[src/hdl/sslu_pkg.sv]
// Package with the types and constants of the sensor slot lookup and insert block.
package sslu_pkg;

    localparam logic [7:0] TYPE_WILDCARD = 8'd63;
    localparam logic [7:0] TYPE_EMPTY    = 8'd0;
    localparam int         ID_W          = 8;
    localparam int         TYPE_W        = 8;
    localparam int         SLOT_W        = 4;

    typedef enum logic [2:0] {
        ST_FOUND    = 3'd0,
        ST_FILLED   = 3'd1,
        ST_ADDED    = 3'd2,
        ST_MISMATCH = 3'd3,
        ST_FULL     = 3'd4
    } status_t;

    typedef enum logic [2:0] {
        S_IDLE = 3'b001,
        S_SCAN = 3'b010,
        S_DONE = 3'b100
    } state_t;

endpackage

[src/hdl/sensor_slot_lookup_insert.sv]
// Sensor slot table: lookup of a sensor id with insert on a miss, held in one memory.
//
//   channel   direction  tdata fields (lowest bit first)       meaning
//   s_axis    in         sensor_id[7:0], sensor_type[15:8]     one lookup request
//   m_axis    out        slot[3:0], status[6:4], zero[7]       one result per request
//
// When the table holds no slot yet, an item is appended at once without a
// scan. Otherwise the scan reads one slot per cycle from the synchronous table
// memory and stops at the first hit or at the fill count.
// Reset clears the state machine, the fill count and the output valid flag;
// slots at or above the fill count are treated as empty, so no clearing pass runs.
// A new item is taken only in the idle state; a finished result waits in the
// S_DONE state until the output register is free, and the output register
// holds its item while m_tready is low.
module sensor_slot_lookup_insert
    import sslu_pkg::*;
#(
    parameter int TABLE_SLOTS = 16
)
(
    input  logic        clk,
    input  logic        rst_n,
    input  logic        s_tvalid,
    output logic        s_tready,
    input  logic [15:0] s_tdata,   // sensor_id [7:0], sensor_type [15:8]
    output logic        m_tvalid,
    input  logic        m_tready,
    output logic [7:0]  m_tdata    // slot [3:0], status [6:4], zero [7]
);

    // Index width for the memory and count width that can hold TABLE_SLOTS itself.
    localparam int IDX_W = (TABLE_SLOTS > 1) ? $clog2(TABLE_SLOTS) : 1;
    localparam int CNT_W = $clog2(TABLE_SLOTS + 1);
    localparam logic [CNT_W-1:0] SLOTS_CNT = CNT_W'(TABLE_SLOTS);

    // Each memory word holds the type in the upper byte and the id in the lower.
    logic [TYPE_W+ID_W-1:0] table_mem [TABLE_SLOTS];
    logic [TYPE_W+ID_W-1:0] rd_data;
    logic [IDX_W-1:0]       rd_addr;
    logic                   wr_en;
    logic [IDX_W-1:0]       wr_addr;
    logic [TYPE_W+ID_W-1:0] wr_data;

    state_t              state_reg, state_next;
    logic [CNT_W-1:0]    used_reg, used_next;
    logic [CNT_W-1:0]    scan_reg, scan_next;
    logic [ID_W-1:0]     id_reg, id_next;
    logic [TYPE_W-1:0]   type_reg, type_next;
    logic [SLOT_W-1:0]   slot_reg, slot_next;
    status_t             status_reg, status_next;
    logic                m_valid_reg, m_valid_next;
    logic [7:0]          m_data_reg, m_data_next;

    logic [ID_W-1:0]     in_id;
    logic [TYPE_W-1:0]   in_type;
    logic [ID_W-1:0]     rd_id;
    logic [TYPE_W-1:0]   rd_type;
    logic                hit;
    logic [CNT_W-1:0]    scan_inc;
    logic [IDX_W+SLOT_W-1:0] scan_wide;
    logic [IDX_W+SLOT_W-1:0] used_wide;
    logic                out_free;

    assign in_id    = s_tdata[ID_W-1:0];
    assign in_type  = s_tdata[ID_W+TYPE_W-1:ID_W];
    assign rd_id    = rd_data[ID_W-1:0];
    assign rd_type  = rd_data[ID_W+TYPE_W-1:ID_W];
    assign hit      = (rd_type != TYPE_EMPTY) && (rd_id == id_reg);
    assign scan_inc = scan_reg + 1'b1;
    assign out_free = !m_valid_reg || m_tready;

    // Slot numbers are reported modulo 16.
    assign scan_wide = {{SLOT_W{1'b0}}, scan_reg[IDX_W-1:0]};
    assign used_wide = {{SLOT_W{1'b0}}, used_reg[IDX_W-1:0]};

    assign s_tready = (state_reg == S_IDLE);
    assign m_tvalid = m_valid_reg;
    assign m_tdata  = m_data_reg;

    always_ff @(posedge clk)
    begin
        if (wr_en)
        begin
            table_mem[wr_addr] <= wr_data;
        end
        rd_data <= table_mem[rd_addr];
    end

    always_comb
    begin
        state_next   = state_reg;
        used_next    = used_reg;
        scan_next    = scan_reg;
        id_next      = id_reg;
        type_next    = type_reg;
        slot_next    = slot_reg;
        status_next  = status_reg;
        m_valid_next = m_valid_reg;
        m_data_next  = m_data_reg;
        rd_addr      = scan_reg[IDX_W-1:0];
        wr_en        = 1'b0;
        wr_addr      = scan_reg[IDX_W-1:0];
        wr_data      = {type_reg, id_reg};

        if (m_valid_reg && m_tready)
        begin
            m_valid_next = 1'b0;
        end

        case (state_reg)
            S_IDLE:
            begin
                if (s_tvalid)
                begin
                    id_next   = in_id;
                    type_next = in_type;
                    scan_next = '0;
                    rd_addr   = '0;
                    if (used_reg == '0)
                    begin
                        // Empty table: the miss is known at once and the item is appended.
                        wr_en       = 1'b1;
                        wr_addr     = '0;
                        wr_data     = {in_type, in_id};
                        used_next   = CNT_W'(1);
                        slot_next   = '0;
                        status_next = ST_ADDED;
                        state_next  = S_DONE;
                    end
                    else
                    begin
                        state_next = S_SCAN;
                    end
                end
            end

            S_SCAN:
            begin
                if (hit)
                begin
                    slot_next   = scan_wide[SLOT_W-1:0];
                    state_next  = S_DONE;
                    if (rd_type == type_reg)
                    begin
                        status_next = ST_FOUND;
                    end
                    else if (rd_type == TYPE_WILDCARD)
                    begin
                        // A stored wildcard takes the incoming type, zero included.
                        wr_en       = 1'b1;
                        wr_data     = {type_reg, rd_id};
                        status_next = ST_FILLED;
                    end
                    else if (type_reg == TYPE_WILDCARD)
                    begin
                        status_next = ST_FOUND;
                    end
                    else
                    begin
                        slot_next   = '0;
                        status_next = ST_MISMATCH;
                    end
                end
                else if (scan_inc < used_reg)
                begin
                    scan_next = scan_inc;
                    rd_addr   = scan_inc[IDX_W-1:0];
                end
                else
                begin
                    state_next = S_DONE;
                    if (used_reg < SLOTS_CNT)
                    begin
                        wr_en       = 1'b1;
                        wr_addr     = used_reg[IDX_W-1:0];
                        used_next   = used_reg + 1'b1;
                        slot_next   = used_wide[SLOT_W-1:0];
                        status_next = ST_ADDED;
                    end
                    else
                    begin
                        slot_next   = '0;
                        status_next = ST_FULL;
                    end
                end
            end

            S_DONE:
            begin
                if (out_free)
                begin
                    m_valid_next = 1'b1;
                    m_data_next  = {1'b0, status_reg, slot_reg};
                    state_next   = S_IDLE;
                end
            end

            default:
            begin
                state_next = S_IDLE;
            end
        endcase
    end

    always_ff @(posedge clk or negedge rst_n)
    begin
        if (!rst_n)
        begin
            state_reg   <= S_IDLE;
            used_reg    <= '0;
            m_valid_reg <= 1'b0;
        end
        else
        begin
            state_reg   <= state_next;
            used_reg    <= used_next;
            m_valid_reg <= m_valid_next;
        end
    end

    always_ff @(posedge clk)
    begin
        scan_reg   <= scan_next;
        id_reg     <= id_next;
        type_reg   <= type_next;
        slot_reg   <= slot_next;
        status_reg <= status_next;
        m_data_reg <= m_data_next;
    end

endmodule

[config.mk]
export PLATFORM = sky130hd
export DESIGN_NAME = sensor_slot_lookup_insert
export DESIGN_NICKNAME = d
export VERILOG_FILES = /design/src/hdl/sslu_pkg.sv /design/src/hdl/sensor_slot_lookup_insert.sv
export SDC_FILE = /design/constraint.sdc
export NUM_CORES = 1
export LEC_CHECK = 0
export ABC_AREA = 1
export BUFFER_PORTS_ARGS = -buffer_cell sky130_fd_sc_hd__clkbuf_2
export CAP_MARGIN = 10
export CORE_ASPECT_RATIO = 0.75
export CORE_MARGIN = 2
export CORE_UTILIZATION = 25
export CTS_CLUSTER_SIZE = 28
export DETAILED_ROUTE_END_ITERATION = 7
export PLACE_DENSITY_LB_ADDON = 0.2
export REMOVE_ABC_BUFFERS = 1
export SETUP_SLACK_MARGIN = 0.05
export SYNTH_ARGS = -nofsm -noshare
export SYNTH_HDL_FRONTEND = slang
export SYNTH_SLANG_ARGS = --single-unit
[constraint.sdc]
create_clock -name clk -period 8.6 [get_ports clk]
set_clock_uncertainty 0.05 [all_clocks]
set_input_delay 1.29 -clock clk [delete_from_list [all_inputs] [get_ports clk]]
set_output_delay 1.29 -clock clk [all_outputs]
set_load 0.02 [all_outputs]
* Word level (Yosys, flattened, before mapping)
Memories as Yosys holds them, arrays and structs flattened. A register that Yosys moved wholly into a read port is not among the register bits.
Cells that the tools add are included.
** Word-level totals
- Register bits :: 44
- Bits in writable memories :: 256
- Output and inout port bits :: 10
- Memories kept :: 1
** Operators by class
- Add/sub/neg operators :: 2
- $lt $le $gt $ge :: 2
- Equal/unequal tests :: 15
- Mux-type cells :: 63
- Reduce and logical (&&, ||, !) cells :: 13
** Memories
- table_mem :: depth 16, width 16, read ports 1, clocked after memory_dff 1, wr ports 1, line sensor_slot_lookup_insert.sv:37 : logic [TYPE_W+ID_W-1:0] table_mem [TABLE_SLOTS];
** Operators by type and width (number)
- $mux W4 :: 16
- $mux W5 :: 8
- $mux W16 :: 2
- $pmux W16 S2 :: 1
- $mux W3 :: 10
- $mux W8 :: 3
- $pmux W4 S2 :: 3
- $pmux W5 S2 :: 2
- $eq A8 B6 Y1 const B :: 2
- $eq A8 B8 Y1 :: 2
- $mux W1 :: 12
- $ne A2 B2 Y1 const B :: 6
- $add A5 B1 Y5 const B :: 2
- $pmux W3 S3 :: 1
- $reduce_and A4 Y1 :: 2
- $reduce_bool A8 Y1 :: 1
- $mux W2 :: 3
- $pmux W3 S2 :: 1
- $reduce_and A6 Y1 :: 1
- $logic_not A5 Y1 :: 1
- $lt A5 B5 Y1 :: 1
- $lt A5 B5 Y1 const B :: 1
- $reduce_and A2 Y1 :: 2
- $eq A3 B1 Y1 const B :: 1
- other kinds (10) :: 11

* Longest topological paths before layout
- Word-level depth :: 7
- Mapped depth :: 20
- Depth with buffers taken out :: 19

* Worst setup path after synthesis
No wires, ideal clock.
- Path type :: reg2reg
- Start :: reg scan_reg[1]
- End :: mem table_mem[4][0] (netlist bit) (enable)
- Library setup time :: 388 ps
- Data arrival time :: 3275 ps
- Required time :: 8162 ps
- Slack :: 4887 ps
- Cell stages (with the launch flop) :: 19
- Path buffers :: 0
- Cell sequence :: edfxtp_1 > ha_1 > nand3_1 > xor2_1 > inv_1 > ha_1 > nand2_1 > inv_1 > o21ai_0 > nand3_1 > inv_1 > nor2_1 > nand2_1 > nand2_1 > nand2_1 > inv_1 > o21ai_0 > nand3_1 > nor2_1
** On the way
- Cells in the longest elaborated chain, start to end :: 7
** RTL lines
- start, declared :: line sensor_slot_lookup_insert.sv:46 : logic [CNT_W-1:0] scan_reg, scan_next;
- start signal, assigned :: line sensor_slot_lookup_insert.sv:223 : scan_reg <= scan_next;
- $add A5 B1 Y5 (*) :: line sensor_slot_lookup_insert.sv:69 : assign scan_inc = scan_reg + 1'b1;
- named net scan_inc[4] :: line sensor_slot_lookup_insert.sv:59 : logic [CNT_W-1:0] scan_inc;
- $lt A5 B5 Y1 (*) :: line sensor_slot_lookup_insert.sv:164 : else if (scan_inc < used_reg)
- $mux W1 :: line sensor_slot_lookup_insert.sv:164
- $mux W1 :: line sensor_slot_lookup_insert.sv:139 : if (hit)
- $pmux W1 S2 :: line sensor_slot_lookup_insert.sv:110 : case (state_reg)
- $mux W1 :: line sensor_slot_lookup_insert.sv:82 : if (wr_en)
- $mux W1 (implied by the code) :: line sensor_slot_lookup_insert.sv:84 : table_mem[wr_addr] <= wr_data;
- end, declared :: line sensor_slot_lookup_insert.sv:37
Mark *: on every way through the listed nets, which the timed path passes. The rest lies on a longest branch.

* Worst setup path in the final report
- Start :: reg scan_reg[0]
- End :: reg rd_data[3], read port of table_mem
** On the way
- Cells in the longest elaborated chain, start to end :: 5
** RTL lines
- $add A5 B1 Y5 :: line sensor_slot_lookup_insert.sv:69
- named net scan_inc[4] :: line sensor_slot_lookup_insert.sv:59
- $lt A5 B5 Y1 :: line sensor_slot_lookup_insert.sv:164
- $mux W4 :: line sensor_slot_lookup_insert.sv:164
- $mux W4 :: line sensor_slot_lookup_insert.sv:139
- $pmux W4 S2 :: line sensor_slot_lookup_insert.sv:110
- end, declared :: line sensor_slot_lookup_insert.sv:38 : logic [TYPE_W+ID_W-1:0] rd_data;
The timed path passes the listed nets, and every way through them passes these cells.
A chain may end at the register's enable or synchronous reset.

==> impl_metrics.ini <==
[clocking]
insertion_delay_ps = 530
htree_levels = 2
cts_resized = 0
cts_root_buf = clkbuf_16
cts_setup_buffers = 0
cts_sinks = 316
clk_pin_slew_worst_paths_ps = 70
cts_buffers = 35
clock_path_buffers = 3
ctsHoldBuffers = 0
tritoncts = done

[floorplan]
start_util_pct = 25.3
fp.dieH_um = 210
core_area_mm2 = 0.0560
dieArea_mm2 = 0.0587
die_w_um = 279
rows = 75
pin_count = 30

[sta]
slew_headroom_pct = 21.9
period_minus_slack_ps = 4780
max_clock_freq_mhz = 209
post-route-period-util_pct = 55.6
hold_viol = 0
worstMarginPinSlew_ps = 1170
rsz0062_at_grt = false
slew_violations = 0
setup_viol = 0
fin_setup_tns_ps = 0

[final_layout]
antennaDiodeCount = 0
top_register = table_mem
final_cell_mix = 318 x nand3_1, 291 x edfxtp_1, 254 x inv_1, 230 x nand2_1, 48 x nand3b_1
drive_above_1_share_pct = 9.36
reg_top3 = table_mem x256, rd_data x16
final_common_cell = nand3_1
syn_to_final_growth_pct = 14.3
final_util_pct = 28.9
fillers = 5802
fin_nets = 1413
largest_register_ffs = 256

[status]
status = finished, final reports clean

[routing]
ant_nets = 0
vias = 9607
routed_via_density = 4.49
wl_um = 41300
wl_per_cell_um = 19.3
drc_errors = 0
drtPass1Iterations = 5
detail_route.iter0.violations = 754

[yosys]
synth_edf_count = 291
synth_warnings = 0
netlist-cell-type-count = 37
ys_seq_area_share_pct = 65.5
synth_area_mm2 = 0.0142
synth.avg_cell_area_um2 = 10.4
syn_inst = 1364
ys.flop_type = edfxtp_1
synth.ff_latch_count = 316
postSynth.asyncResetShare_pct = 2.85

[setup_path]
crit_path_top_delay_cell = buf_4
crit_chain = ha_1 -> nand3_1 -> xor2_1 -> inv_1 -> ha_1 -> nand2_1 -> inv_1 -> o21ai_0 -> nand3_1 -> inv_1 -> nand3_2 -> nand2_4 -> nand2_4 -> buf_4 -> nand2_1 -> nand3_1 -> nand3_1 -> nand3_1 -> nand2_1
cp_max_fo = 64
arrival_ps = 5130
crit_top_cell = nand3_1
critPathKind = reg -> reg
crit_buf_inv = 4
cp-end-kind = flop
crit_family = simple AND/OR/NAND/NOR gates
critPathLaunchType = flop
crit_required_ps = 8950
slowest_delay_ps = 700

[placement]
hpwl_um = 25200
gp_congestion = 0.798
placement.io_buffers = 28

[power_and_ir_drop]
power_uw = 5990
leakagePower_uw = 0.00653
powerDensity_mw_per_mm2 = 370
peakVddDrop_mv = 0.212

[grt]
gr-usage-all-layers_pct = 14.2
grt_pass1_vias = 9387
grt_start_max_net_pins = 69
grt_pass1_wl_um = 62400
grt_overflow = 0
antenna_found_initial = 0

[run]
drv_cap = 0

[hold_path]
hold_path_class = reg -> reg
## Yosys cell counts (7+ instances only)
cell      number  area [um2]
buf_2         30         150
buf_4          7        52.6
clkbuf_1      22        82.6
dfrtp_1        8         200
dfxtp_1       16         320
edfxtp_1     291        8740
ha_1           7        87.6
inv_1        254         953
nand2_1      232         871
nand3_1      318        1590
nand3b_1      48         360
nand4_1        9        56.3
nor2_1        42         158
o21ai_0       16        80.1
xnor2_1        8        70.1
## path summary, 6_finish.rpt
path	start	to	slack, ps	cells past startpoint
max	scan_reg[0]	rd_data[3]	3820	19
min	slot_reg[1]	m_tdata[1]	390	0
max reg2reg	scan_reg[0]	rd_data[3]	3820	19
min reg2reg	slot_reg[1]	m_tdata[1]	390	0
max in group asynchronous	rst_n	state_reg[0]	7630	1
min in group asynchronous	rst_n	used_reg[4]	580	1
## layer usage
metal,vias to the layer above,part of all wire [%],global-route usage (%)
met5,-,0,0
met1,4673,51,22.1
met2,273,42,20.6
met4,0,2.0,3.24
li1,4613,-,-
met3,48,5.3,2.07
## per-stage QoR
stage / setup slack [ps] / std cells / area, um2 / hold slack [ps]
6_report: 3820 / 2141 / 16200 / 388
5_1_grt: 3400 / 2141 / 16200 / 394
3_5_place_dp: 3830 / 2080 / 15200 / 374
3_3_place_gp: 3830 / 2080 / 15200 / 369
2_1_floorplan: 1030 / 1299 / 13900 / 350
4_1_cts: 3800 / 2141 / 16200 / 385
## logic make-up after synthesis
family | count (synthesis) | synth area share, %
xor+xnor | 14 | 0.865
fa+ha+maj | 7 | 0.618
buf+inv | 325 | 9.05
compound gates | 36 | 1.69
flops | 316 | 65.5
other cells | 1 | 0.0264
simple gates | 665 | 22.3
## area by class of cell
type / instances / area (um2) / area share [%]
clock buffers: 54 / 1020 / 6.29
clock inverters: 7 / 28.8 / 0.178
inverters: 260 / 976 / 6.02
multi-input cells: 723 / 3680 / 22.7
flip-flops and latches: 316 / 9290 / 57.3
well taps: 731 / 915 / 5.64
repair buffers: 50 / 305 / 1.88
## where the power goes
| group | internal (uW) | total, uW | switching [uW] |
|---|---|---|---|
| combinational | 665 | 2540 | 1880 |
| clock | 813 | 1430 | 613 |
| sequential | 1920 | 2020 | 97.5 |
| total | 3400 | 5990 | 2590 |
## worst reg2reg max path, stage by stage, from the launching register on
cell      delay [ps]
edfxtp_1         520
ha_1             280
nand3_1          100
xor2_1           190
inv_1             60
ha_1             290
nand2_1           50
inv_1             70
o21ai_0           80
nand3_1          140
inv_1            110
nand3_2          170
nand2_4          430
nand2_4          670
buf_4            720
nand2_1          180
nand3_1          100
nand3_1          150
nand3_1          200
nand2_1           70
Power figures use the tool's default switching activity.
